==> config.mk <==
export PLATFORM = sky130hd
export DESIGN_NAME = sha384_ctrl
export DESIGN_NICKNAME = d
export VERILOG_FILES = /design/src/hw/rtl/sha384_pkg.sv /design/src/hw/rtl/sha384_ctrl.sv
export SDC_FILE = /design/constraint.sdc
export NUM_CORES = 1
export LEC_CHECK = 0
export BUFFER_PORTS_ARGS = -buffer_cell sky130_fd_sc_hd__buf_2
export CORE_UTILIZATION = 53
export CTS_CLUSTER_DIAMETER = 100
export DETAILED_ROUTE_END_ITERATION = 10
export GPL_TIMING_DRIVEN = 1
export PLACE_DENSITY = 0.88
export REMOVE_ABC_BUFFERS = 1
export SETUP_SLACK_MARGIN = 0.3
export SLEW_MARGIN = 20
export SYNTH_ARGS = -nofsm -noshare
export SYNTH_HDL_FRONTEND = slang
export SYNTH_SLANG_ARGS = --single-unit
==> constraint.sdc <==
create_clock -name clk_i -period 3.6 [get_ports clk_i]
set_clock_uncertainty 0.2 [all_clocks]
set_input_delay 0.36 -clock clk_i [delete_from_list [all_inputs] [get_ports clk_i]]
set_output_delay 0.36 -clock clk_i [all_outputs]
set_load 0.02 [all_outputs]
==> src/hw/rtl/sha384_pkg.sv <==
package sha384_pkg;

  localparam int unsigned WordW        = 64;
  localparam int unsigned BlockWords   = 16;
  localparam int unsigned ChainWords   = 8;
  localparam int unsigned NumRounds    = 80;
  localparam int unsigned DigestWords  = 6;
  localparam int unsigned WordIdxW     = $clog2(BlockWords);
  localparam int unsigned RoundIdxW    = $clog2(NumRounds);
  localparam int unsigned DigestCntW   = $clog2(DigestWords + 1);

  localparam logic [WordW-1:0] InitHash [ChainWords] = '{
    64'hcbbb9d5dc1059ed8, 64'h629a292a367cd507, 64'h9159015a3070dd17,
    64'h152fecd8f70e5939, 64'h67332667ffc00b31, 64'h8eb44a8768581511,
    64'hdb0c2e0d64f98fa7, 64'h47b5481dbefa4fa4
  };

  localparam logic [WordW-1:0] RoundK [NumRounds] = '{
    64'h428a2f98d728ae22, 64'h7137449123ef65cd, 64'hb5c0fbcfec4d3b2f,
    64'he9b5dba58189dbbc, 64'h3956c25bf348b538, 64'h59f111f1b605d019,
    64'h923f82a4af194f9b, 64'hab1c5ed5da6d8118, 64'hd807aa98a3030242,
    64'h12835b0145706fbe, 64'h243185be4ee4b28c, 64'h550c7dc3d5ffb4e2,
    64'h72be5d74f27b896f, 64'h80deb1fe3b1696b1, 64'h9bdc06a725c71235,
    64'hc19bf174cf692694, 64'he49b69c19ef14ad2, 64'hefbe4786384f25e3,
    64'h0fc19dc68b8cd5b5, 64'h240ca1cc77ac9c65, 64'h2de92c6f592b0275,
    64'h4a7484aa6ea6e483, 64'h5cb0a9dcbd41fbd4, 64'h76f988da831153b5,
    64'h983e5152ee66dfab, 64'ha831c66d2db43210, 64'hb00327c898fb213f,
    64'hbf597fc7beef0ee4, 64'hc6e00bf33da88fc2, 64'hd5a79147930aa725,
    64'h06ca6351e003826f, 64'h142929670a0e6e70, 64'h27b70a8546d22ffc,
    64'h2e1b21385c26c926, 64'h4d2c6dfc5ac42aed, 64'h53380d139d95b3df,
    64'h650a73548baf63de, 64'h766a0abb3c77b2a8, 64'h81c2c92e47edaee6,
    64'h92722c851482353b, 64'ha2bfe8a14cf10364, 64'ha81a664bbc423001,
    64'hc24b8b70d0f89791, 64'hc76c51a30654be30, 64'hd192e819d6ef5218,
    64'hd69906245565a910, 64'hf40e35855771202a, 64'h106aa07032bbd1b8,
    64'h19a4c116b8d2d0c8, 64'h1e376c085141ab53, 64'h2748774cdf8eeb99,
    64'h34b0bcb5e19b48a8, 64'h391c0cb3c5c95a63, 64'h4ed8aa4ae3418acb,
    64'h5b9cca4f7763e373, 64'h682e6ff3d6b2b8a3, 64'h748f82ee5defb2fc,
    64'h78a5636f43172f60, 64'h84c87814a1f0ab72, 64'h8cc702081a6439ec,
    64'h90befffa23631e28, 64'ha4506cebde82bde9, 64'hbef9a3f7b2c67915,
    64'hc67178f2e372532b, 64'hca273eceea26619c, 64'hd186b8c721c0c207,
    64'heada7dd6cde0eb1e, 64'hf57d4f7fee6ed178, 64'h06f067aa72176fba,
    64'h0a637dc5a2c898a6, 64'h113f9804bef90dae, 64'h1b710b35131c471b,
    64'h28db77f523047d84, 64'h32caab7b40c72493, 64'h3c9ebe0a15c9bebc,
    64'h431d67c49c100d4c, 64'h4cc5d4becb3e42b6, 64'h597f299cfc657e2a,
    64'h5fcb6fab3ad6faec, 64'h6c44198c4a475817
  };

  typedef struct packed {
    logic [WordW-1:0] msg_word;
    logic             new_message;
    logic             final_block;
  } in_beat_t;

  typedef struct packed {
    logic [WordW-1:0] digest_word;
    logic             digest_last;
  } out_beat_t;

  // controller to datapath commands
  typedef struct packed {
    logic                 load_word;
    logic                 iv_reload;
    logic                 init;
    logic                 round;
    logic                 finish;
    logic                 load_digest;
    logic                 shift_digest;
    logic [RoundIdxW-1:0] round_idx;
  } dp_cmd_t;

  function automatic logic [WordW-1:0] rotr(logic [WordW-1:0] x, int unsigned n);
    rotr = (x >> n) | (x << (WordW - n));
  endfunction

  function automatic logic [WordW-1:0] big_sigma0(logic [WordW-1:0] x);
    big_sigma0 = rotr(x, 28) ^ rotr(x, 34) ^ rotr(x, 39);
  endfunction

  function automatic logic [WordW-1:0] big_sigma1(logic [WordW-1:0] x);
    big_sigma1 = rotr(x, 14) ^ rotr(x, 18) ^ rotr(x, 41);
  endfunction

  function automatic logic [WordW-1:0] small_sigma0(logic [WordW-1:0] x);
    small_sigma0 = rotr(x, 1) ^ rotr(x, 8) ^ (x >> 7);
  endfunction

  function automatic logic [WordW-1:0] small_sigma1(logic [WordW-1:0] x);
    small_sigma1 = rotr(x, 19) ^ rotr(x, 61) ^ (x >> 6);
  endfunction

  // round constant, zero past the last round
  function automatic logic [WordW-1:0] round_k(logic [RoundIdxW-1:0] idx);
    if (32'(idx) < NumRounds) begin
      round_k = RoundK[idx];
    end else begin
      round_k = '0;
    end
  endfunction

endpackage

==> src/hw/rtl/sha384_ctrl.sv <==
module sha384_ctrl
  import sha384_pkg::*;
(
  input  logic      clk_i,
  input  logic      rst_ni,
  input  logic      in_valid_i,
  input  logic      in_new_message_i,
  input  logic      in_final_block_i,
  output logic      in_stall_o,
  output logic      out_valid_o,
  output logic      out_last_o,
  input  logic      out_stall_i,
  output dp_cmd_t   cmd_o
);

  localparam logic [1:0] StLoad  = 2'd0;
  localparam logic [1:0] StInit  = 2'd1;
  localparam logic [1:0] StRound = 2'd2;
  localparam logic [1:0] StDone  = 2'd3;

  localparam logic [WordIdxW-1:0]   LastWord  = WordIdxW'(BlockWords - 1);
  localparam logic [RoundIdxW-1:0]  LastRound = RoundIdxW'(NumRounds - 1);
  localparam logic [DigestCntW-1:0] FullCnt   = DigestCntW'(DigestWords);

  logic [1:0]            state_q, state_d;
  logic [WordIdxW-1:0]   word_idx_q, word_idx_d;
  logic [RoundIdxW-1:0]  round_q, round_d;
  logic                  final_q, final_d;
  logic [DigestCntW-1:0] out_cnt_q, out_cnt_d;
  logic                  in_acc, out_acc;

  assign in_stall_o  = (state_q != StLoad);
  assign in_acc      = in_valid_i && !in_stall_o;
  assign out_valid_o = (out_cnt_q != '0);
  assign out_last_o  = (out_cnt_q == DigestCntW'(1));
  assign out_acc     = out_valid_o && !out_stall_i;

  // sequencer: word loading, round iteration, chaining add, digest hand-off
  always_comb begin
    state_d    = state_q;
    word_idx_d = word_idx_q;
    round_d    = round_q;
    final_d    = final_q;
    out_cnt_d  = out_cnt_q;
    cmd_o      = '0;
    cmd_o.round_idx = round_q;

    if (out_acc) begin
      cmd_o.shift_digest = 1'b1;
      out_cnt_d = out_cnt_q - DigestCntW'(1);
    end

    unique case (state_q)
      StLoad: begin
        if (in_acc) begin
          cmd_o.load_word = 1'b1;
          cmd_o.iv_reload = in_new_message_i;
          final_d    = in_final_block_i;
          word_idx_d = word_idx_q + WordIdxW'(1);
          if (word_idx_q == LastWord) begin
            state_d = StInit;
          end
        end
      end
      StInit: begin
        cmd_o.init = 1'b1;
        round_d    = '0;
        state_d    = StRound;
      end
      StRound: begin
        cmd_o.round = 1'b1;
        if (round_q == LastRound) begin
          round_d = '0;
          state_d = StDone;
        end else begin
          round_d = round_q + RoundIdxW'(1);
        end
      end
      StDone: begin
        // a final block waits until the previous digest has drained
        if (!final_q) begin
          cmd_o.finish = 1'b1;
          state_d = StLoad;
        end else if (out_cnt_q == '0) begin
          cmd_o.finish      = 1'b1;
          cmd_o.load_digest = 1'b1;
          out_cnt_d = FullCnt;
          state_d   = StLoad;
        end
      end
      default: begin
        state_d = StLoad;
      end
    endcase
  end

  // control registers
  always_ff @(posedge clk_i or negedge rst_ni) begin
    if (!rst_ni) begin
      state_q    <= StLoad;
      word_idx_q <= '0;
      round_q    <= '0;
      final_q    <= 1'b0;
      out_cnt_q  <= '0;
    end else begin
      state_q    <= state_d;
      word_idx_q <= word_idx_d;
      round_q    <= round_d;
      final_q    <= final_d;
      out_cnt_q  <= out_cnt_d;
    end
  end

  // digest count stays within the buffer
  assert property (@(posedge clk_i) disable iff (!rst_ni) out_cnt_q <= FullCnt)
    else $error("digest count overflow");

  // the digest buffer is only refilled once drained
  assert property (@(posedge clk_i) disable iff (!rst_ni)
    cmd_o.load_digest |-> (out_cnt_q == '0))
    else $error("digest overwritten before delivery");

  // the last round hands over to the chaining add
  assert property (@(posedge clk_i) disable iff (!rst_ni)
    (state_q == StRound && round_q == LastRound) |=> (state_q == StDone))
    else $error("round sequence did not end");

  // block alignment: compression only runs on a full block
  assert property (@(posedge clk_i) disable iff (!rst_ni)
    (state_q != StLoad) |-> (word_idx_q == '0))
    else $error("compression started mid-block");

endmodule

==> results of run 1 <==
-- layout make-up --
type	count	area (µm²)
Fill cell	157	606
Multi-Input combinational cell	67	518
Sequential cell	17	425
Timing Repair Buffer	23	120
Inverter	10	37.5
Tap cell	25	31.3
Clock buffer	4	26.3
-- power groups by stage --
stage | clock, mW | sequential (mW) | combinational (mW)
after floorplan | 0 | 0.221 | 0.0811
after global placement | 0 | 0.223 | 0.104
after detailed placement | 0 | 0.225 | 0.111
after CTS | 0.103 | 0.221 | 0.112
after global routing | 0.113 | 0.223 | 0.123
final | 0.100 | 0.220 | 0.110
-- per-layer routing --
metal  GRT usage  routed length [µm]  vias to the layer above
met1       0.256                 805                      363
met4       0.109                  36                        0
met3      0.0357                  55                        4
met2       0.377                 951                       18
met5           0                   0                        -
li1            -                   -                      390
-- registers in the layout (all words and copies together), names as in the netlist --
| signal | count |
|---|---|
| final_q | 1 |
| word_idx_q | 4 |
| out_cnt_q | 3 |
| state_q | 2 |
| round_q | 7 |
-- layout by cell type, fill, tap and decap left out, drive strengths merged --
master	instances
a2111oi	1
a21boi	1
a21o	2
a21oi	1
a2bb2oi	1
a311oi	1
a31o	1
a31oi	2
a32oi	1
and2	2
and3	2
and4b	1
buf	22
clkbuf	4
dfrtp	17
dlygate4sd3	1
ha	9
inv	10
mux2	3
nand2	9
nand2b	3
nand3	7
nand4	2
nor2	2
nor2b	1
nor3b	1
o21ai	6
o22ai	2
o31ai	1
o41ai	1
or2	1
xnor2	2
xor2	1
-- worst max-delay path: stages (launching register included) --
cell and delay (ns):
dfrtp_1 0.41, inv_1 0.11, ha_1 0.20, and2_1 0.29
buf_2 0.23
-- through the flow --
stage	worst slack, ns	instance area [µm²]	util	power, mW	hold slack (ns)
floorplan	1.72	981	-	0.302	-0.136
global placement	1.79	1120	0.636	0.327	0.0993
detailed placement	1.74	1120	0.636	0.336	0.102
CTS	1.49	1160	0.657	0.436	0.0982
global route	1.37	1160	0.657	0.459	0.0961
finish	1.52	1160	0.657	0.431	0.100
-- final timing paths --
| path | startpoint | endpoint | slack, ns | cells after the start |
|---|---|---|---|---|
| max reg2reg | round_q[0] | state_q[1] | 1.73 | 5 |
| min in group asynchronous | rst_ni | state_q[1] | 0.33 | 2 |
| max in group asynchronous | rst_ni | word_idx_q[2] | 2.60 | 2 |
| min | in_final_block_i | final_q | 0.10 | 2 |
| max | state_q[0] | cmd_o[13] | 1.52 | 4 |
| min reg2reg | word_idx_q[3] | word_idx_q[3] | 0.29 | 1 |
-- logic make-up (layout without fill, tap and decap cells) --
family,count (synthesis),count (layout),synth area share
muxes,3,3,0.0371
AOI/OAI and AO/OA,21,21,0.160
DFF,17,17,0.421
xor gates and xnor gates,3,3,0.0260
buffers and inverters,14,37,0.0668
and+or+nand+nor,31,31,0.178
adders and majority gates,9,9,0.111
==> impl_metrics.json, run 1 <==
{
  "status": "completed",
  "path_clk_slew_ns": 0.09,
  "grt_pass1_wl_um": 3130,
  "gp_congestion": 0.795,
  "drt_iter0_markers": 16,
  "yosys_warnings": 0,
  "synthesis.area_um2": 1010,
  "fmax_mhz": 480,
  "synthTopCellsByArea": "dfrtp_1 42%, ha_1 11%, inv_1 3.3%",
  "first_global_vias": 727,
  "period_needed_ns": 2.08,
  "syn_area_per_cell_um2": 10.3,
  "start_util": 0.573,
  "drive_gt1_frac": 0.289,
  "setup_tns_ns": 0,
  "p_per_area_nw_per_um2": 372,
  "cts-root-buf": "clkbuf_4",
  "pwr-share-clk": 0.232,
  "p_int_uw": 300,
  "crit_fanout": 6,
  "rsz0062_at_grt": "false",
  "cts_resized": 0,
  "async_reset_ff_frac": 1.00,
  "rows": 15,
  "arrival_ns": 1.52,
  "cp.required_ns": 3.04,
  "switchingPower_uw": 131,
  "fin_nets": 137,
  "synth_common_cells": "17 x dfrtp_1, 9 x ha_1, 9 x inv_1, 9 x nand2_1, 6 x o21ai_0",
  "dieArea_um2": 2090,
  "dp.cells": 141,
  "fin_crit_sh": 0.579,
  "cts_buffers": 3,
  "leakagePower_nw": 0.654,
  "yosysSeqAreaShare": 0.421,
  "grt_use_total": 0.217,
  "synth_seq_cells": 17,
  "cts_sinks": 17,
  "post-cts-setup-buffer-count": 0,
  "top_level_ports": 23,
  "port_buffers": 22,
  "vias_per_cell": 5.31,
  "remaining_drc_errors": 0,
  "synth-edff-count": 0,
  "yosysTopAreaCell": "dfrtp_1",
  "routed-via-count": 775,
  "maxCapViolations": 0,
  "swShare": 0.304,
  "power_frac_comb": 0.256,
  "peakVddDrop_mv": 0.290,
  "end_kind": "output pin",
  "n_antenna_cell": 0,
  "core_area_um2": 1760,
  "grt-ovfl-total": 0,
  "clockBufferDepth": 2,
  "clkLatencyLatePin_ns": 0.29,
  "synth_cell_type_count": 37,
  "max-slew-margin-rel": 0.716,
  "crit_type": "reg -> out",
  "synth_cells": 98,
  "die_w_um": 45.7,
  "die_h_um": 45.7,
  "tritoncts": "yes",
  "synth_top_area_share": 0.421,
  "power_frac_seq": 0.511,
  "syn_to_final_growth_pct": 14.6,
  "worst_setup_path_start_kind": "register",
  "drt-total-wl_um": 1850,
  "drv_slew": 0,
  "hold_viol_final": 0,
  "wl_per_cell_um": 12.7,
  "place_hpwl_um": 1440,
  "final_cells": 146,
  "cts.htree.levels": 1,
  "grt_max_degree": 18,
  "ys.flop_type": "dfrtp_1",
  "setup_viol": 0,
  "tightest_slew_ns": 0.426,
  "hold_path.class": "in -> reg",
  "first_pass_iters": 4,
  "synth_most_common_cell": "dfrtp_1",
  "antenna_found_initial": 0,
  "ant_nets": 0,
  "holdBufCountCts": 1
}
(Power assumes the default switching activity.)
==> run 2: changes to the inputs <==
--- a/config.mk
+++ b/config.mk
@@ -5,12 +5,13 @@
 export SDC_FILE = /design/constraint.sdc
 export NUM_CORES = 1
 export LEC_CHECK = 0
+export ABC_AREA = 1
 export BUFFER_PORTS_ARGS = -buffer_cell sky130_fd_sc_hd__buf_2
-export CORE_UTILIZATION = 53
+export CORE_UTILIZATION = 47
 export CTS_CLUSTER_DIAMETER = 100
 export DETAILED_ROUTE_END_ITERATION = 10
 export GPL_TIMING_DRIVEN = 1
-export PLACE_DENSITY = 0.88
+export PLACE_DENSITY = 0.83
 export REMOVE_ABC_BUFFERS = 1
 export SETUP_SLACK_MARGIN = 0.3
 export SLEW_MARGIN = 20
==> constraint.sdc (replaced) <==
create_clock -name clk_i -period 1.7 [get_ports clk_i]
set_clock_uncertainty 0.2 [all_clocks]
set_input_delay 0.17 -clock clk_i [delete_from_list [all_inputs] [get_ports clk_i]]
set_output_delay 0.17 -clock clk_i [all_outputs]
set_load 0.02 [all_outputs]
==> impl_metrics.json, run 2 <==
{
  "status": "complete, but fails checks",
  "violations": "setup timing",
  "grt_max_degree": 18,
  "drt-total-wl_um": 4340,
  "die_w_um": 47.9,
  "hold_viol_final": 0,
  "fin_crit_sh": 1.05,
  "antenna_found_initial": 0,
  "synth_common_cells": "29 x nand2_1, 17 x dfrtp_1, 14 x inv_1",
  "fmax_mhz": 558,
  "cts_sinks": 17,
  "post_dp_cell_area_um2": 1140,
  "core_area_um2": 1960,
  "syn_to_final_growth_pct": 79.9,
  "synthAdderAreaFrac": 0.114,
  "ys.flop_type": "dfrtp_1",
  "largest_reg_flops": 7,
  "synth.area.mux_share": 0,
  "end_kind": "output pin",
  "synthesis.area_um2": 988,
  "tightest_slew_ns": 0.427,
  "top_register": "round_q",
  "vias_per_cell": 5.90,
  "async_reset_ff_frac": 1.00,
  "synth_most_common_cell": "nand2_1",
  "crit_type": "reg -> out",
  "port_buffers": 22,
  "setup_viol": 9,
  "synth_cells": 118,
  "max-slew-margin-rel": 0.715,
  "routed-via-count": 1168,
  "grt-ovfl-total": 0,
  "synth-compound-area-share": 0.0595,
  "hold_path.class": "in -> reg",
  "final_cells": 198,
  "cts.htree.levels": 1,
  "yosys.area_share.simple": 0.263,
  "dieArea_um2": 2290,
  "syn_area_per_cell_um2": 8.38,
  "gp_congestion": 0.770,
  "layout.cells.most_common": "nand2_1",
  "yosysTopAreaCell": "dfrtp_1",
  "worst_slack_ns": -0.0931,
  "maxCapViolations": 0,
  "worst_setup_path_start_kind": "register",
  "drt_iter0_markers": 85,
  "path_clk_slew_ns": 0.11,
  "arrival_ns": 1.42,
  "period_needed_ns": 1.79,
  "clkLatencyLatePin_ns": 0.30,
  "cpMaxStageDelayCell": "dfrtp_1",
  "first_pass_iters": 4,
  "ant_nets": 0,
  "synthTopCellsByArea": "dfrtp_1 43%, ha_1 11%, nand2_1 11%",
  "crit_path_cell_trace": "inv_2 -> ha_4 -> nand2_8 -> nor2_4 -> buf_6",
  "drv_slew": 0,
  "fin_area_um2": 1780,
  "yosysSeqAreaShare": 0.430,
  "remaining_drc_errors": 0,
  "fin_nets": 187,
  "start_util": 0.504,
  "n_antenna_cell": 0,
  "critPathMaxStageDelay_ns": 0.47,
  "grt_pass1_wl_um": 4420,
  "first_global_vias": 975,
  "crit_fanout": 4,
  "synth_xor_area_frac": 0.0532,
  "leakagePower_nw": 0.823,
  "holdWs_ns": 0.0880,
  "power_mw": 3.68,
  "dp.cells": 168,
  "grt_use_total": 0.291,
  "peakVddDrop_mv": 1.86,
  "synth_top_family_by_area": "simple AND/OR/NAND/NOR gates",
  "cp.required_ns": 1.33,
  "rsz0062_at_grt": "true",
  "rows": 16,
  "final_core_util": 0.906,
  "synth_cell_type_count": 22,
  "mostFrequentLayoutCells": "25 x nand2_1, 22 x buf_6, 16 x buf_4",
  "pre_cts_ws_ns": 0.0214,
  "synth_top_area_share": 0.430,
  "top_level_ports": 23,
  "place_hpwl_um": 1660,
  "cts_buffers": 3,
  "wl_per_cell_um": 21.9,
  "tritoncts": "yes",
  "clockBufferDepth": 2,
  "largestRegisters": "round_q (7), word_idx_q (4), out_cnt_q (3)",
  "setup_tns_ns": -0.389,
  "synth_seq_cells": 17,
  "yosys_warnings": 0,
  "p_per_area_nw_per_um2": 2070,
  "die_h_um": 47.9,
  "drive_gt1_frac": 0.626,
  "synth-edff-count": 0,
  "cts-root-buf": "clkbuf_4"
}
-- run 2: cell count changes after synthesis, moves of 4 or more --
cell / change
a21oi_1: +4
nor2_1: +9
o21ai_0: -5
inv_1: +5
nor2_2: +4
nand2_1: +20
-- run 2: what timing repair did --
item                                    CTS  global route
endpoints found under the setup margin   26            27
endpoints found under the hold margin    18             0
gates resized for setup                  52            52
pin swaps                                17            16
hold buffers                              2             0
buffers inserted                         15             9
-- run 2: cell type report --
type,instances,area (µm²)
clock buffer,4,26.3
timing repair buffer,51,453
fill,53,184
tap,27,33.8
multi-input combinational,82,763
inverter,17,71.3
sequential,17,430
-- run 2: final timing paths --
path	from	endpoint	slack, ns	depth (start not counted)
min in group asynchronous	rst_ni	out_cnt_q[0]	0.17	2
max	state_q[0]	cmd_o[12]	-0.09	5
min	out_stall_i	out_cnt_q[1]	0.09	5
min reg2reg	word_idx_q[2]	word_idx_q[2]	0.32	1
max in group asynchronous	rst_ni	state_q[1]	0.80	2
max reg2reg	state_q[0]	state_q[1]	-0.05	9
-- run 2: kinds of logic (layout without fill, tap and decap cells) --
kind of cell,count (synthesis),after routing
XOR/XNOR,6,6
flip-flops,17,17
buffers and inverters,19,72
adder cells (fa/ha/maj),9,9
AND/OR/NAND/NOR,57,57
AO/OA/AOI/OAI,10,10
-- run 2: layer usage --
layer / part of all wire / GRT usage
met4: 0.065 / 0.167
met2: 0.51 / 0.522
met3: 0.084 / 0.0717
met1: 0.34 / 0.307
met5: 0 / 0
-- run 2: critical path, delay by kind of cell (launching register included) --
family,cells,cell delay (ns)
flip-flops,1,0.47
AND/OR/NAND/NOR,2,0.20
adder cells (fa/ha/maj),1,0.19
buffers and inverters,2,0.26
-- run 2: where the power goes --
part           total, mW  internal [mW]  leakage (nW)  switching, mW
sequential         0.765          0.558         0.211          0.208
combinational       2.69           1.28         0.597           1.41
clock              0.226         0.0914        0.0150          0.135
total               3.68           1.93         0.823           1.75
